[src/sv/tari_pkg.sv]
// ============================================================================
// tari_pkg
// Shared types and constants for the two-axis setpoint ramp.
// ============================================================================
`default_nettype none

package tari_pkg;

    localparam int TIME_WIDTH_DEF  = 16;
    localparam int FRAME_SHIFT_DEF = 3;

    localparam int ANG_W     = 16;  // Q8.8 angle
    localparam int POS_W     = 24;  // Q8.16 position
    localparam int STEP_W    = 25;  // per-frame step, full range in one frame
    localparam int SUM_W     = 26;  // position plus step before clamping
    localparam int MAG_W     = 24;  // magnitude of the distance to go
    localparam int CNT_W     = 5;   // divider iteration count
    localparam int CFG_IDX_W = 2;
    localparam int RESET_FRAMES = 8;

    localparam logic signed [ANG_W-1:0] TILT_MIN_RST = 16'sd1280;
    localparam logic signed [ANG_W-1:0] TILT_MAX_RST = 16'sd15360;
    localparam logic signed [ANG_W-1:0] PAN_MIN_RST  = -16'sd11520;
    localparam logic signed [ANG_W-1:0] PAN_MAX_RST  = 16'sd11520;

    localparam logic FUNC_CMD  = 1'b0;
    localparam logic FUNC_TICK = 1'b1;

    typedef enum logic [CFG_IDX_W-1:0] {
        CFG_TILT_MIN = 2'd0,
        CFG_TILT_MAX = 2'd1,
        CFG_PAN_MIN  = 2'd2,
        CFG_PAN_MAX  = 2'd3
    } cfg_idx_t;

    typedef enum logic [1:0] {
        ST_IDLE,
        ST_DIV,
        ST_UPD,
        ST_EMIT
    } state_t;

    typedef struct packed {
        logic div_load;   // latch distance to go into the divider
        logic div_step;   // one restoring-division iteration
        logic upd;        // add step and clamp
        logic use_quot;   // take the fresh quotient as the step
        logic zero_step;  // move finished, clear the step
    } lane_ctrl_t;

    typedef struct packed {
        logic signed [ANG_W-1:0] lo;
        logic signed [ANG_W-1:0] hi;
    } limits_t;

endpackage

`default_nettype wire

[src/sv/tari_if.sv]
// ============================================================================
// tari_if
// Valid/ready channels: command/tick input, angle result, register write.
// ============================================================================
`default_nettype none

interface tari_in_if #(
    parameter int TIME_W = tari_pkg::TIME_WIDTH_DEF
);
    logic                                valid;
    logic                                ready;
    logic                                func;
    logic signed [tari_pkg::ANG_W-1:0]   target_tilt;
    logic signed [tari_pkg::ANG_W-1:0]   target_pan;
    logic        [TIME_W-1:0]            move_time;

    modport source (output valid, func, target_tilt, target_pan, move_time, input ready);
    modport sink   (input valid, func, target_tilt, target_pan, move_time, output ready);
endinterface

interface tari_out_if;
    logic                                valid;
    logic                                ready;
    logic signed [tari_pkg::ANG_W-1:0]   tilt_out;
    logic signed [tari_pkg::ANG_W-1:0]   pan_out;
    logic                                move_done;

    modport source (output valid, tilt_out, pan_out, move_done, input ready);
    modport sink   (input valid, tilt_out, pan_out, move_done, output ready);
endinterface

interface tari_cfg_if;
    logic                                valid;
    logic                                ready;
    logic [tari_pkg::CFG_IDX_W-1:0]      index;
    logic [tari_pkg::ANG_W-1:0]          data;

    modport source (output valid, index, data, input ready);
    modport sink   (input valid, index, data, output ready);
endinterface

`default_nettype wire

[src/sv/tari_ctrl.sv]
// ============================================================================
// tari_ctrl
// Sequencer: command filtering, frame/tick bookkeeping, limit registers and
// lane control.
// ============================================================================
`default_nettype none

module tari_ctrl #(
    parameter int TIME_WIDTH  = tari_pkg::TIME_WIDTH_DEF,
    parameter int FRAME_SHIFT = tari_pkg::FRAME_SHIFT_DEF,
    localparam int FW         = TIME_WIDTH - FRAME_SHIFT
) (
    input  wire                                 clk,
    input  wire                                 rst_n,
    tari_in_if.sink                             cmd,
    tari_cfg_if.sink                            cfg,
    input  wire                                 slot_free,
    output tari_pkg::lane_ctrl_t                lane_ctrl,
    output logic signed [tari_pkg::ANG_W-1:0]   goal_tilt,
    output logic signed [tari_pkg::ANG_W-1:0]   goal_pan,
    output tari_pkg::limits_t                   lim_tilt,
    output tari_pkg::limits_t                   lim_pan,
    output logic [FW-1:0]                       divisor,
    output logic                                emit,
    output logic                                done
);

    tari_pkg::state_t                   state_reg, state_next;
    logic [tari_pkg::CNT_W-1:0]         cnt_reg, cnt_next;
    logic signed [tari_pkg::ANG_W-1:0]  goal_tilt_reg, goal_tilt_next;
    logic signed [tari_pkg::ANG_W-1:0]  goal_pan_reg, goal_pan_next;
    logic [TIME_WIDTH-1:0]              prev_time_reg, prev_time_next;
    logic                               prev_valid_reg, prev_valid_next;
    logic [FW-1:0]                      frame_total_reg, frame_total_next;
    logic [FW:0]                        tick_count_reg, tick_count_next;
    logic                               fresh_reg, fresh_next;
    logic                               done_reg, done_next;
    tari_pkg::limits_t                  lim_tilt_reg, lim_pan_reg;

    logic          accept;
    logic          cmd_new;
    logic [FW-1:0] frames_in;
    logic [FW:0]   tick_base;
    logic [FW:0]   tick_inc;
    logic          done_now;

    assign cmd.ready = (state_reg == tari_pkg::ST_IDLE);
    assign cfg.ready = 1'b1;
    assign accept    = cmd.valid && cmd.ready;

    assign frames_in = cmd.move_time[TIME_WIDTH-1:FRAME_SHIFT];
    assign cmd_new   = !prev_valid_reg || (cmd.target_tilt != goal_tilt_reg)
                       || (cmd.target_pan != goal_pan_reg)
                       || (cmd.move_time != prev_time_reg);

    // tick counter restarts on the first tick of a move and stops past the end
    assign tick_base = fresh_reg ? '0 : tick_count_reg;
    assign tick_inc  = (tick_base <= {1'b0, frame_total_reg}) ? tick_base + 1'b1 : tick_base;
    assign done_now  = tick_inc > {1'b0, frame_total_reg};

    always_comb
    begin
        state_next       = state_reg;
        cnt_next         = cnt_reg;
        goal_tilt_next   = goal_tilt_reg;
        goal_pan_next    = goal_pan_reg;
        prev_time_next   = prev_time_reg;
        prev_valid_next  = prev_valid_reg;
        frame_total_next = frame_total_reg;
        tick_count_next  = tick_count_reg;
        fresh_next       = fresh_reg;
        done_next        = done_reg;
        lane_ctrl        = '0;
        emit             = 1'b0;

        unique case (state_reg)
            tari_pkg::ST_IDLE:
            begin
                if (accept)
                begin
                    if (cmd.func == tari_pkg::FUNC_CMD)
                    begin
                        if (cmd_new)
                        begin
                            prev_valid_next  = 1'b1;
                            goal_tilt_next   = cmd.target_tilt;
                            goal_pan_next    = cmd.target_pan;
                            prev_time_next   = cmd.move_time;
                            frame_total_next = (frames_in == '0) ? FW'(1) : frames_in;
                            fresh_next       = 1'b1;
                            done_next        = 1'b0;
                        end
                        state_next = tari_pkg::ST_EMIT;
                    end
                    else if (fresh_reg)
                    begin
                        lane_ctrl.div_load = 1'b1;
                        cnt_next           = '0;
                        state_next         = tari_pkg::ST_DIV;
                    end
                    else
                    begin
                        state_next = tari_pkg::ST_UPD;
                    end
                end
            end

            tari_pkg::ST_DIV:
            begin
                lane_ctrl.div_step = 1'b1;
                cnt_next           = cnt_reg + 1'b1;
                if (cnt_reg == tari_pkg::CNT_W'(tari_pkg::MAG_W - 1))
                begin
                    state_next = tari_pkg::ST_UPD;
                end
            end

            tari_pkg::ST_UPD:
            begin
                lane_ctrl.upd       = 1'b1;
                lane_ctrl.use_quot  = fresh_reg;
                lane_ctrl.zero_step = done_now;
                tick_count_next     = tick_inc;
                fresh_next          = 1'b0;
                if (done_now)
                begin
                    done_next = 1'b1;
                end
                state_next = tari_pkg::ST_EMIT;
            end

            tari_pkg::ST_EMIT:
            begin
                emit = slot_free;
                if (slot_free)
                begin
                    state_next = tari_pkg::ST_IDLE;
                end
            end

            default:
            begin
                state_next = tari_pkg::ST_IDLE;
            end
        endcase
    end

    always_ff @(posedge clk or negedge rst_n)
    begin
        if (!rst_n)
        begin
            state_reg       <= tari_pkg::ST_IDLE;
            cnt_reg         <= '0;
            goal_tilt_reg   <= '0;
            goal_pan_reg    <= '0;
            prev_time_reg   <= '0;
            prev_valid_reg  <= 1'b0;
            frame_total_reg <= FW'(tari_pkg::RESET_FRAMES);
            tick_count_reg  <= '0;
            fresh_reg       <= 1'b1;
            done_reg        <= 1'b1;
        end
        else
        begin
            state_reg       <= state_next;
            cnt_reg         <= cnt_next;
            goal_tilt_reg   <= goal_tilt_next;
            goal_pan_reg    <= goal_pan_next;
            prev_time_reg   <= prev_time_next;
            prev_valid_reg  <= prev_valid_next;
            frame_total_reg <= frame_total_next;
            tick_count_reg  <= tick_count_next;
            fresh_reg       <= fresh_next;
            done_reg        <= done_next;
        end
    end

    always_ff @(posedge clk or negedge rst_n)
    begin
        if (!rst_n)
        begin
            lim_tilt_reg.lo <= tari_pkg::TILT_MIN_RST;
            lim_tilt_reg.hi <= tari_pkg::TILT_MAX_RST;
            lim_pan_reg.lo  <= tari_pkg::PAN_MIN_RST;
            lim_pan_reg.hi  <= tari_pkg::PAN_MAX_RST;
        end
        else if (cfg.valid && cfg.ready)
        begin
            unique case (tari_pkg::cfg_idx_t'(cfg.index))
                tari_pkg::CFG_TILT_MIN: lim_tilt_reg.lo <= cfg.data;
                tari_pkg::CFG_TILT_MAX: lim_tilt_reg.hi <= cfg.data;
                tari_pkg::CFG_PAN_MIN:  lim_pan_reg.lo  <= cfg.data;
                tari_pkg::CFG_PAN_MAX:  lim_pan_reg.hi  <= cfg.data;
                default: ;
            endcase
        end
    end

    assign goal_tilt = goal_tilt_reg;
    assign goal_pan  = goal_pan_reg;
    assign lim_tilt  = lim_tilt_reg;
    assign lim_pan   = lim_pan_reg;
    assign divisor   = frame_total_reg;
    assign done      = done_reg;

endmodule

`default_nettype wire

[src/sv/tari_lane.sv]
// ============================================================================
// tari_lane
// One axis: position and step registers, a restoring divider for the step
// and the add-and-clamp update.
// ============================================================================
`default_nettype none

module tari_lane #(
    parameter int FW = tari_pkg::TIME_WIDTH_DEF - tari_pkg::FRAME_SHIFT_DEF
) (
    input  wire                                 clk,
    input  wire                                 rst_n,
    input  tari_pkg::lane_ctrl_t                lane_ctrl,
    input  wire signed [tari_pkg::ANG_W-1:0]    goal,
    input  tari_pkg::limits_t                   lim,
    input  wire [FW-1:0]                        divisor,
    output logic signed [tari_pkg::ANG_W-1:0]   pos_q
);

    localparam int POS_W  = tari_pkg::POS_W;
    localparam int STEP_W = tari_pkg::STEP_W;
    localparam int SUM_W  = tari_pkg::SUM_W;
    localparam int MAG_W  = tari_pkg::MAG_W;

    logic signed [POS_W-1:0]  pos_reg, pos_next;
    logic signed [STEP_W-1:0] step_reg, step_next;
    logic [FW-1:0]            rem_reg, rem_next;
    logic [MAG_W-1:0]         dq_reg, dq_next;
    logic                     neg_reg, neg_next;

    logic signed [STEP_W-1:0] diff;
    logic [STEP_W-1:0]        diff_abs;
    logic [FW:0]              shifted;
    logic                     fits;
    logic [FW:0]              reduced;
    logic signed [STEP_W-1:0] quot;
    logic signed [STEP_W-1:0] eff_step;
    logic signed [SUM_W-1:0]  sum;
    logic signed [SUM_W-1:0]  hi_ext;
    logic signed [SUM_W-1:0]  lo_ext;
    logic signed [SUM_W-1:0]  clamped;

    // distance to go in Q8.16, always below 2^24 in magnitude
    assign diff     = $signed({goal[tari_pkg::ANG_W-1], goal, 8'h00})
                      - $signed({pos_reg[POS_W-1], pos_reg});
    assign diff_abs = diff[STEP_W-1] ? -diff : diff;

    assign shifted  = {rem_reg, dq_reg[MAG_W-1]};
    assign fits     = shifted >= {1'b0, divisor};
    assign reduced  = fits ? shifted - {1'b0, divisor} : shifted;

    assign quot     = neg_reg ? -$signed({1'b0, dq_reg}) : $signed({1'b0, dq_reg});
    assign eff_step = lane_ctrl.use_quot ? quot : step_reg;

    assign sum      = $signed({{(SUM_W-POS_W){pos_reg[POS_W-1]}}, pos_reg})
                      + $signed({{(SUM_W-STEP_W){eff_step[STEP_W-1]}}, eff_step});
    assign hi_ext   = $signed({{(SUM_W-tari_pkg::ANG_W-8){lim.hi[tari_pkg::ANG_W-1]}},
                               lim.hi, 8'h00});
    assign lo_ext   = $signed({{(SUM_W-tari_pkg::ANG_W-8){lim.lo[tari_pkg::ANG_W-1]}},
                               lim.lo, 8'h00});

    // upper limit first, then lower: inverted limits settle at the lower one
    always_comb
    begin
        clamped = sum;
        if (clamped > hi_ext)
        begin
            clamped = hi_ext;
        end
        if (clamped < lo_ext)
        begin
            clamped = lo_ext;
        end
    end

    always_comb
    begin
        pos_next  = pos_reg;
        step_next = step_reg;
        rem_next  = rem_reg;
        dq_next   = dq_reg;
        neg_next  = neg_reg;
        if (lane_ctrl.div_load)
        begin
            rem_next = '0;
            dq_next  = diff_abs[MAG_W-1:0];
            neg_next = diff[STEP_W-1];
        end
        else if (lane_ctrl.div_step)
        begin
            rem_next = reduced[FW-1:0];
            dq_next  = {dq_reg[MAG_W-2:0], fits};
        end
        if (lane_ctrl.upd)
        begin
            pos_next  = clamped[POS_W-1:0];
            step_next = lane_ctrl.zero_step ? '0 : eff_step;
        end
    end

    always_ff @(posedge clk or negedge rst_n)
    begin
        if (!rst_n)
        begin
            pos_reg  <= '0;
            step_reg <= '0;
        end
        else
        begin
            pos_reg  <= pos_next;
            step_reg <= step_next;
        end
    end

    always_ff @(posedge clk)
    begin
        rem_reg <= rem_next;
        dq_reg  <= dq_next;
        neg_reg <= neg_next;
    end

    // floor to Q8.8
    assign pos_q = pos_reg[POS_W-1:POS_W-tari_pkg::ANG_W];

endmodule

`default_nettype wire

[src/sv/tari_merge.sv]
// ============================================================================
// tari_merge
// Joins both lane positions and the done flag into the result register.
// ============================================================================
`default_nettype none

module tari_merge (
    input  wire                                 clk,
    input  wire                                 rst_n,
    input  wire                                 load,
    input  wire signed [tari_pkg::ANG_W-1:0]    tilt_pos,
    input  wire signed [tari_pkg::ANG_W-1:0]    pan_pos,
    input  wire                                 done,
    output logic                                slot_free,
    tari_out_if.source                          res
);

    logic                              valid_reg, valid_next;
    logic signed [tari_pkg::ANG_W-1:0] tilt_reg;
    logic signed [tari_pkg::ANG_W-1:0] pan_reg;
    logic                              done_reg;

    assign slot_free  = !valid_reg || res.ready;
    assign valid_next = load ? 1'b1 : (res.ready ? 1'b0 : valid_reg);

    always_ff @(posedge clk or negedge rst_n)
    begin
        if (!rst_n)
        begin
            valid_reg <= 1'b0;
        end
        else
        begin
            valid_reg <= valid_next;
        end
    end

    always_ff @(posedge clk)
    begin
        if (load)
        begin
            tilt_reg <= tilt_pos;
            pan_reg  <= pan_pos;
            done_reg <= done;
        end
    end

    assign res.valid     = valid_reg;
    assign res.tilt_out  = tilt_reg;
    assign res.pan_out   = pan_reg;
    assign res.move_done = done_reg;

endmodule

`default_nettype wire

[src/sv/two_axis_ramp_interpolator.sv]
// ============================================================================
// two_axis_ramp_interpolator
// Two-axis setpoint ramp: per-frame steps toward a commanded target, with
// clamping to programmable limits. One result beat per input beat.
// ============================================================================
//
//   channel | modport | beat carries
//   --------+---------+----------------------------------------------
//   cmd     | sink    | func, target_tilt, target_pan, move_time
//   res     | source  | tilt_out, pan_out, move_done
//   cfg     | sink    | index, data (limit registers, always ready)
//
// A command beat goes from IDLE to EMIT, a tick through UPD to EMIT, and the
// first tick after a new command through DIV, UPD and EMIT: in DIV the two
// lane dividers resolve one quotient bit per cycle over 24 bits.
// cmd takes one beat at a time; a finished result waits in the res register
// while the next beat is taken. rst_n clears control, position and step
// state asynchronously; divider and result payload registers carry no reset.
// ============================================================================
`default_nettype none

module two_axis_ramp_interpolator #(
    parameter int TIME_WIDTH  = tari_pkg::TIME_WIDTH_DEF,
    parameter int FRAME_SHIFT = tari_pkg::FRAME_SHIFT_DEF
) (
    input  wire         clk,
    input  wire         rst_n,
    tari_in_if.sink     cmd,
    tari_out_if.source  res,
    tari_cfg_if.sink    cfg
);

    localparam int FW = TIME_WIDTH - FRAME_SHIFT;

    tari_pkg::lane_ctrl_t              lane_ctrl;
    logic signed [tari_pkg::ANG_W-1:0] goal_tilt;
    logic signed [tari_pkg::ANG_W-1:0] goal_pan;
    tari_pkg::limits_t                 lim_tilt;
    tari_pkg::limits_t                 lim_pan;
    logic [FW-1:0]                     divisor;
    logic                              emit;
    logic                              done;
    logic                              slot_free;
    logic signed [tari_pkg::ANG_W-1:0] tilt_pos;
    logic signed [tari_pkg::ANG_W-1:0] pan_pos;

    tari_ctrl #(
        .TIME_WIDTH  (TIME_WIDTH),
        .FRAME_SHIFT (FRAME_SHIFT)
    ) u_ctrl (
        .clk       (clk),
        .rst_n     (rst_n),
        .cmd       (cmd),
        .cfg       (cfg),
        .slot_free (slot_free),
        .lane_ctrl (lane_ctrl),
        .goal_tilt (goal_tilt),
        .goal_pan  (goal_pan),
        .lim_tilt  (lim_tilt),
        .lim_pan   (lim_pan),
        .divisor   (divisor),
        .emit      (emit),
        .done      (done)
    );

    tari_lane #(
        .FW (FW)
    ) u_lane_tilt (
        .clk       (clk),
        .rst_n     (rst_n),
        .lane_ctrl (lane_ctrl),
        .goal      (goal_tilt),
        .lim       (lim_tilt),
        .divisor   (divisor),
        .pos_q     (tilt_pos)
    );

    tari_lane #(
        .FW (FW)
    ) u_lane_pan (
        .clk       (clk),
        .rst_n     (rst_n),
        .lane_ctrl (lane_ctrl),
        .goal      (goal_pan),
        .lim       (lim_pan),
        .divisor   (divisor),
        .pos_q     (pan_pos)
    );

    tari_merge u_merge (
        .clk       (clk),
        .rst_n     (rst_n),
        .load      (emit),
        .tilt_pos  (tilt_pos),
        .pan_pos   (pan_pos),
        .done      (done),
        .slot_free (slot_free),
        .res       (res)
    );

endmodule

`default_nettype wire

[src/flat_wrapper.sv]
// flat-port wrapper written by rule: the top's interface ports become plain ports
module two_axis_ramp_interpolator_flat 
#(
    parameter int TIME_WIDTH  = tari_pkg::TIME_WIDTH_DEF,
    parameter int FRAME_SHIFT = tari_pkg::FRAME_SHIFT_DEF
)
  (clk, rst_n, cmd_valid, cmd_func, cmd_target_tilt, cmd_target_pan, cmd_move_time, cmd_ready, res_valid, res_tilt_out, res_pan_out, res_move_done, res_ready, cfg_valid, cfg_index, cfg_data, cfg_ready);
  tari_in_if cmd_i ();
  tari_out_if res_i ();
  tari_cfg_if cfg_i ();
  input  wire clk;
  input  wire rst_n;
  input wire logic [$bits(cmd_i.valid)-1:0] cmd_valid;
  input wire logic [$bits(cmd_i.func)-1:0] cmd_func;
  input wire logic [$bits(cmd_i.target_tilt)-1:0] cmd_target_tilt;
  input wire logic [$bits(cmd_i.target_pan)-1:0] cmd_target_pan;
  input wire logic [$bits(cmd_i.move_time)-1:0] cmd_move_time;
  output wire logic [$bits(cmd_i.ready)-1:0] cmd_ready;
  output wire logic [$bits(res_i.valid)-1:0] res_valid;
  output wire logic [$bits(res_i.tilt_out)-1:0] res_tilt_out;
  output wire logic [$bits(res_i.pan_out)-1:0] res_pan_out;
  output wire logic [$bits(res_i.move_done)-1:0] res_move_done;
  input wire logic [$bits(res_i.ready)-1:0] res_ready;
  input wire logic [$bits(cfg_i.valid)-1:0] cfg_valid;
  input wire logic [$bits(cfg_i.index)-1:0] cfg_index;
  input wire logic [$bits(cfg_i.data)-1:0] cfg_data;
  output wire logic [$bits(cfg_i.ready)-1:0] cfg_ready;
  assign cmd_i.valid = cmd_valid;
  assign cmd_i.func = cmd_func;
  assign cmd_i.target_tilt = cmd_target_tilt;
  assign cmd_i.target_pan = cmd_target_pan;
  assign cmd_i.move_time = cmd_move_time;
  assign cmd_ready = cmd_i.ready;
  assign res_valid = res_i.valid;
  assign res_tilt_out = res_i.tilt_out;
  assign res_pan_out = res_i.pan_out;
  assign res_move_done = res_i.move_done;
  assign res_i.ready = res_ready;
  assign cfg_i.valid = cfg_valid;
  assign cfg_i.index = cfg_index;
  assign cfg_i.data = cfg_data;
  assign cfg_ready = cfg_i.ready;
  two_axis_ramp_interpolator #(.TIME_WIDTH(TIME_WIDTH), .FRAME_SHIFT(FRAME_SHIFT)) u_core (.clk(clk), .rst_n(rst_n), .cmd(cmd_i), .res(res_i), .cfg(cfg_i));
endmodule
[config.mk]
export PLATFORM = sky130hd
export DESIGN_NAME = two_axis_ramp_interpolator_flat
export DESIGN_NICKNAME = d
export VERILOG_FILES = /design/src/sv/tari_pkg.sv /design/src/sv/tari_if.sv /design/src/sv/tari_ctrl.sv /design/src/sv/tari_lane.sv /design/src/sv/tari_merge.sv /design/src/sv/two_axis_ramp_interpolator.sv /design/src/flat_wrapper.sv
export SDC_FILE = /design/constraint.sdc
export NUM_CORES = 1
export LEC_CHECK = 0
export ABC_AREA = 0
export BUFFER_PORTS_ARGS = -buffer_cell sky130_fd_sc_hd__buf_2
export CAP_MARGIN = 20
export CORE_UTILIZATION = 47
export DETAILED_ROUTE_END_ITERATION = 6
export HOLD_SLACK_MARGIN = 0.1
export MAX_ROUTING_LAYER = met4
export PLACE_DENSITY_LB_ADDON = 0.1
export SYNTH_ARGS = -nofsm -noshare
export SYNTH_HDL_FRONTEND = slang
export SYNTH_SLANG_ARGS = --single-unit
[constraint.sdc]
create_clock -name clk -period 9.72 [get_ports clk]
set_input_delay 1.458 -clock clk [delete_from_list [all_inputs] [get_ports clk]]
set_output_delay 1.458 -clock clk [all_outputs]
set_load 0.02 [all_outputs]
# == Word level (Yosys, flattened, before mapping) ==
# Index checks and enable logic that the tools add are counted.
# word_totals
register_bits,357
# classes
n_addsub,12
order_cmp,8
n_eq_ne,18
muxes,49
bitwise_logic,1
n_reduce_logical,23
# ops
cell,n
$mux W24,8
$mux W25,6
$add A24 B25 Y26,2
$gt A26 B24 Y1,2
$lt A26 B24 Y1,2
$mux W26,2
$neg A24 Y25,2
$sub A24 B24 Y25,2
$ne A16 B16 Y1,3
$neg A24 Y24,2
$mux W13,3
$ge A14 B13 Y1,2
$mux W14,2
$sub A13 B13 Y13,2
$mux W1,15
$mux W5,3
$add A14 B1 Y14 const B,1
$gt A14 B13 Y1,1
$le A14 B13 Y1,1
$logic_not A13 Y1,1
$reduce_and A4 Y1,3
$mux W2,5
$ne A2 B2 Y1 const B,5
$pmux W5 S2,1
other kinds (17),35

# == Longest topological paths before layout ==
# logic_depth
word_depth,11
depth_mapped,41
depth_no_buf,37

# == By module ==
# A second synthesis with hierarchy kept.
# hier_totals
cells_unflattened,2913
hier_area_um2,27152.3
# modules_own_cells
module,n_inst,cells_per_inst,area_each_um2,seq_area_each_um2
tari_lane at u_core.u_lane_tilt,1,1145,9429.0,2237.1
tari_lane at u_core.u_lane_pan,1,1129,9152.5,2237.1
tari_ctrl,1,603,7532.2,3751.1
tari_merge,1,36,1038.5,1016.0

# == Worst setup path after synthesis ==
# OpenSTA, ideal clock, no wires.
# synth_path
path_kind,register -> register
from,register u_core.u_lane_tilt.dq_reg[5]
to,register u_core.u_lane_tilt.pos_reg[20]
setup_time_ps,120
t_arrival_ps,8969
t_required_ps,9600
path_slack_ps,631
path_stages_with_launch,36
n_path_buf,4
synth_period_minus_slack_ps,9089
path_cell_list,edfxtp_1 -> or3_1 -> or2_2 -> or3_1 -> or4_1 -> o31ai_1 -> xor2_1 -> o21ai_0 -> ha_1 -> clkbuf_1 -> nand4_1 -> o22ai_1 -> nor2_1 -> o31ai_1 -> a2111o_1 -> a31oi_1 -> xnor2_1 -> ha_1 -> a21o_1 -> a21o_1 -> a221oi_1 -> o21ai_0 -> mux2i_1 -> a21oi_1 -> clkbuf_1 -> clkbuf_1 -> mux2_2 -> ha_1 -> nand2_1 -> or4_1 -> or4_1 -> and4b_1 -> a311oi_1 -> clkbuf_1 -> o22ai_1 -> a31o_2
# synth_between
elab_chain_len,8
# synth_lines
element,line,text
"start, declared",tari_lane.sv:28,"logic [MAG_W-1:0] dq_reg, dq_next;"
"start signal, assigned",tari_lane.sv:118,dq_reg <= dq_next;
$neg A24 Y25,tari_lane.sv:52,"assign quot = neg_reg ? -$signed({1'b0, dq_reg}) : $signed({1'b0, dq_reg});"
$mux W25 (*),tari_lane.sv:52,
$mux W25 (*),tari_lane.sv:53,assign eff_step = lane_ctrl.use_quot ? quot : step_reg;
$add A24 B25 Y26 (*),tari_lane.sv:56,"+ $signed({{(SUM_W-STEP_W){eff_step[STEP_W-1]}}, eff_step});"
$gt A26 B24 Y1,tari_lane.sv:66,if (clamped > hi_ext)
$mux W26 (*),tari_lane.sv:66,
$lt A26 B24 Y1,tari_lane.sv:70,if (clamped < lo_ext)
$mux W24 (*),tari_lane.sv:70,
"end signal, assigned",tari_lane.sv:110,pos_reg <= pos_next;
"end, declared",tari_lane.sv:25,"logic signed [POS_W-1:0] pos_reg, pos_next;"
# Every way passes the cells marked *; elsewhere a longest branch is shown, timed or not.
# A chain may end at the register's enable or synchronous reset.

# == Worst setup path after layout ==
# layout_path
from,register u_core.u_lane_tilt.dq_reg[0]
to,register u_core.u_lane_tilt.pos_reg[22]
# Same word-level chain as after synthesis.

==> results.yml <==
final_layout:
  nNetsFinal: 3144
  drive_gt1_frac: 0.149
  stdcell_area_sq_um: 28700
  fin_cells: 3579
  areaGrowthSynthToFinish_pct: 10.7
clocking:
  numCtsBuffers: 44
  ctsHoldBuffers: 0
  cts_tree: "yes"
  htreeDepth: 2
  cts.clk_slew.worst_paths_ns: 0.06
  clkLatencyLatePin_ns: 0.59
  clock-sinks: 357
  clockBufferDepth: 3
  cts_root_buf: "clkbuf_16"
yosys:
  syn_inst: 2785
  yosysUniqueCellTypes: 97
  yosys_warnings: 0
  yosysTopAreaCell: "dfrtp_1"
  yosysTopAreaCellShare: 0.222
  async_flop_share: 0.695
  synth-edff-count: 83
  syn-num-nets: 3081
  synth_area_sq_um: 25900
  ys_ff_latch: 357
  ys_top_cells_by_count: "nand2_1, o21ai_0, dfrtp_1, ha_1, inv_1"
  ys.flop_type: "dfrtp_1"
  synth-seq-area-share: 0.357
  synth.area.top_cells: "dfrtp_1, ha_1, edfxtp_1"
  syn_area_per_cell_sq_um: 9.30
  synth_most_common_cell: "nand2_1"
sta:
  relSlewSlack: 0.293
  slew_viol_final: 0
  max_freq_ghz: 0.109
  finalCritPeriodShare: 0.944
  grt_setup_unrepaired: "true"
  hold_viol_final: 0
  period_needed_ns: 9.17
  setup_ws_ns: 0.548
  setup_viol: 0
  worst_pin_slew_ns: 1.06
  clock_skew_ns: 0.0345
  hold_ws_ns: 0.468
place:
  dp_slack_ns: 0.159
  dp_cells: 3497
  port_buffers: 106
  place.detailed.hpwl_mm: 58.2
  routabilityCongestion: 0.946
  dpl_cell_area_sq_um: 27200
floorplan:
  die_x_um: 237
  start_util: 0.479
  rows: 85
  die_area_sq_um: 56100
  core_area_sq_um: 54100
  pin_count: 108
  die_h_um: 237
worst_setup_path:
  ff2ff_path_depth: 34
  start_kind: "register"
  endpoint_kind: "register"
  cp_max_fo: 30
  crit_slowest_cell: "or4_1"
  worst-endpoint-required_ns: 10.18
  critPathArrivalTime_ns: 9.64
  path_class: "reg2reg"
  critical-path-max-stage-delay_ns: 0.59
worst_hold_path:
  holdPathStages: 1
  min_path_type: "reg2reg"
job:
  cap_violations: 0
global_route:
  use_met3: 0.0377
  overflow: 0
  grt_pass1_wl_mm: 118
  use_met2: 0.446
  grt_pass1_vias: 20800
  grt_max_degree: 152
  antenna_found_initial: 1
  busiest_layer: "met2"
  grt_usage: 0.277
  grtUsageMet1: 0.373
run_status:
  status: "finished, final reports clean"
route:
  firstDrtPassIters: 6
  routed_wl_mm: 75.2
  via_per_inst: 5.94
  drcViolationCount: 0
  ant_nets: 0
  drt-initial-drc-count: 1516
  post_drt_wl_per_cell_um: 21.0
  num_vias: 21300
-- cells in the final DEF, fill, tap and decap left out, types with 12 or more instances in the layout --
cell type / count
nand2b_1: 20
o31ai_1: 20
clkbuf_16: 46
dfrtp_1: 230
a211oi_1: 15
or4_1: 12
a21oi_1: 140
buf_4: 26
o21a_1: 21
dfxtp_1: 26
xor2_1: 112
o21ai_0: 232
a31oi_1: 14
a21o_1: 70
a22o_1: 62
nor2_1: 110
nand4_1: 46
and3_1: 13
dfstp_2: 18
nand2_1: 269
edfxtp_1: 83
inv_1: 175
nand3_1: 61
ha_1: 216
nor4_1: 28
o221ai_1: 24
nor2b_1: 38
mux2i_1: 33
or3_1: 22
buf_2: 105
o22ai_1: 13
nor3_1: 46
xnor2_1: 120
mux2_2: 148
-- stage by stage --
stage                util  setup TNS (ns)
finish              0.530               0
global route        0.530         -0.0525
detailed placement  0.502               0
global placement    0.502               0
floorplan               -               0
CTS                 0.529               0
-- metal layers --
layer | part of all wire | vias up
li1 | - | 10300
met1 | 0.47 | 10300
met2 | 0.47 | 504
met3 | 0.048 | 82
met4 | 0.019 | 0
met5 | 0 | -
-- cell type report --
type / count / area (sq um)
inverters: 179 / 672
multi-input cells: 2130 / 15600
diodes: 1 / 2.50
well taps: 696 / 871
clock inverters: 21 / 203
repair buffers: 136 / 807
flip-flops and latches: 357 / 9240
clock buffers: 59 / 1270
fillers: 4907 / 25400
-- worst paths after layout --
kind / end / startpoint / slack (ns)
worst max register to register: u_core.u_lane_tilt.pos_reg[22] / u_core.u_lane_tilt.dq_reg[0] / 0.55
min in group asynchronous: u_core.u_ctrl.lim_tilt[19] / rst_n / 0.91
worst min-delay path: u_core.u_ctrl.prev_valid_reg / u_core.u_ctrl.prev_valid_reg / 0.47
worst min register to register: u_core.u_ctrl.prev_valid_reg / u_core.u_ctrl.prev_valid_reg / 0.47
max in group asynchronous: u_core.u_ctrl.goal_pan[3] / rst_n / 7.42
worst max-delay path: u_core.u_lane_tilt.pos_reg[22] / u_core.u_lane_tilt.dq_reg[0] / 0.55
-- worst max-delay path, delay by kind of cell, from the launching register on --
family / cells / cell delay, ns
simple gates: 13 / 4.08
flops: 1 / 0.41
mux: 2 / 0.53
compound gates: 13 / 2.29
buf+inv: 2 / 0.47
fa+ha+maj: 3 / 1.06
xor+xnor: 1 / 0.20
-- logic make-up (layout without fill, tap and decap cells) --
family                   after synthesis  in the layout  share of synthesized area
AND/OR/NAND/NOR                      733            733                      0.141
multiplexers                         181            181                     0.0771
buffers and inverters                298            395                     0.0441
flip-flops                           357            357                      0.357
AO/OA/AOI/OAI                        759            759                      0.193
other                                  1              2                   0.000145
XOR/XNOR                             232            232                     0.0784
adder cells (fa/ha/maj)              224            224                      0.109
-- repair_timing --
action | CTS | global route
buffers inserted | 0 | 1
gates resized for setup | 0 | 12
endpoints found under the setup margin | 0 | 36
Power is not shown: default switching activity piles up to over one toggle a cycle in this logic, so the estimate is an artifact.
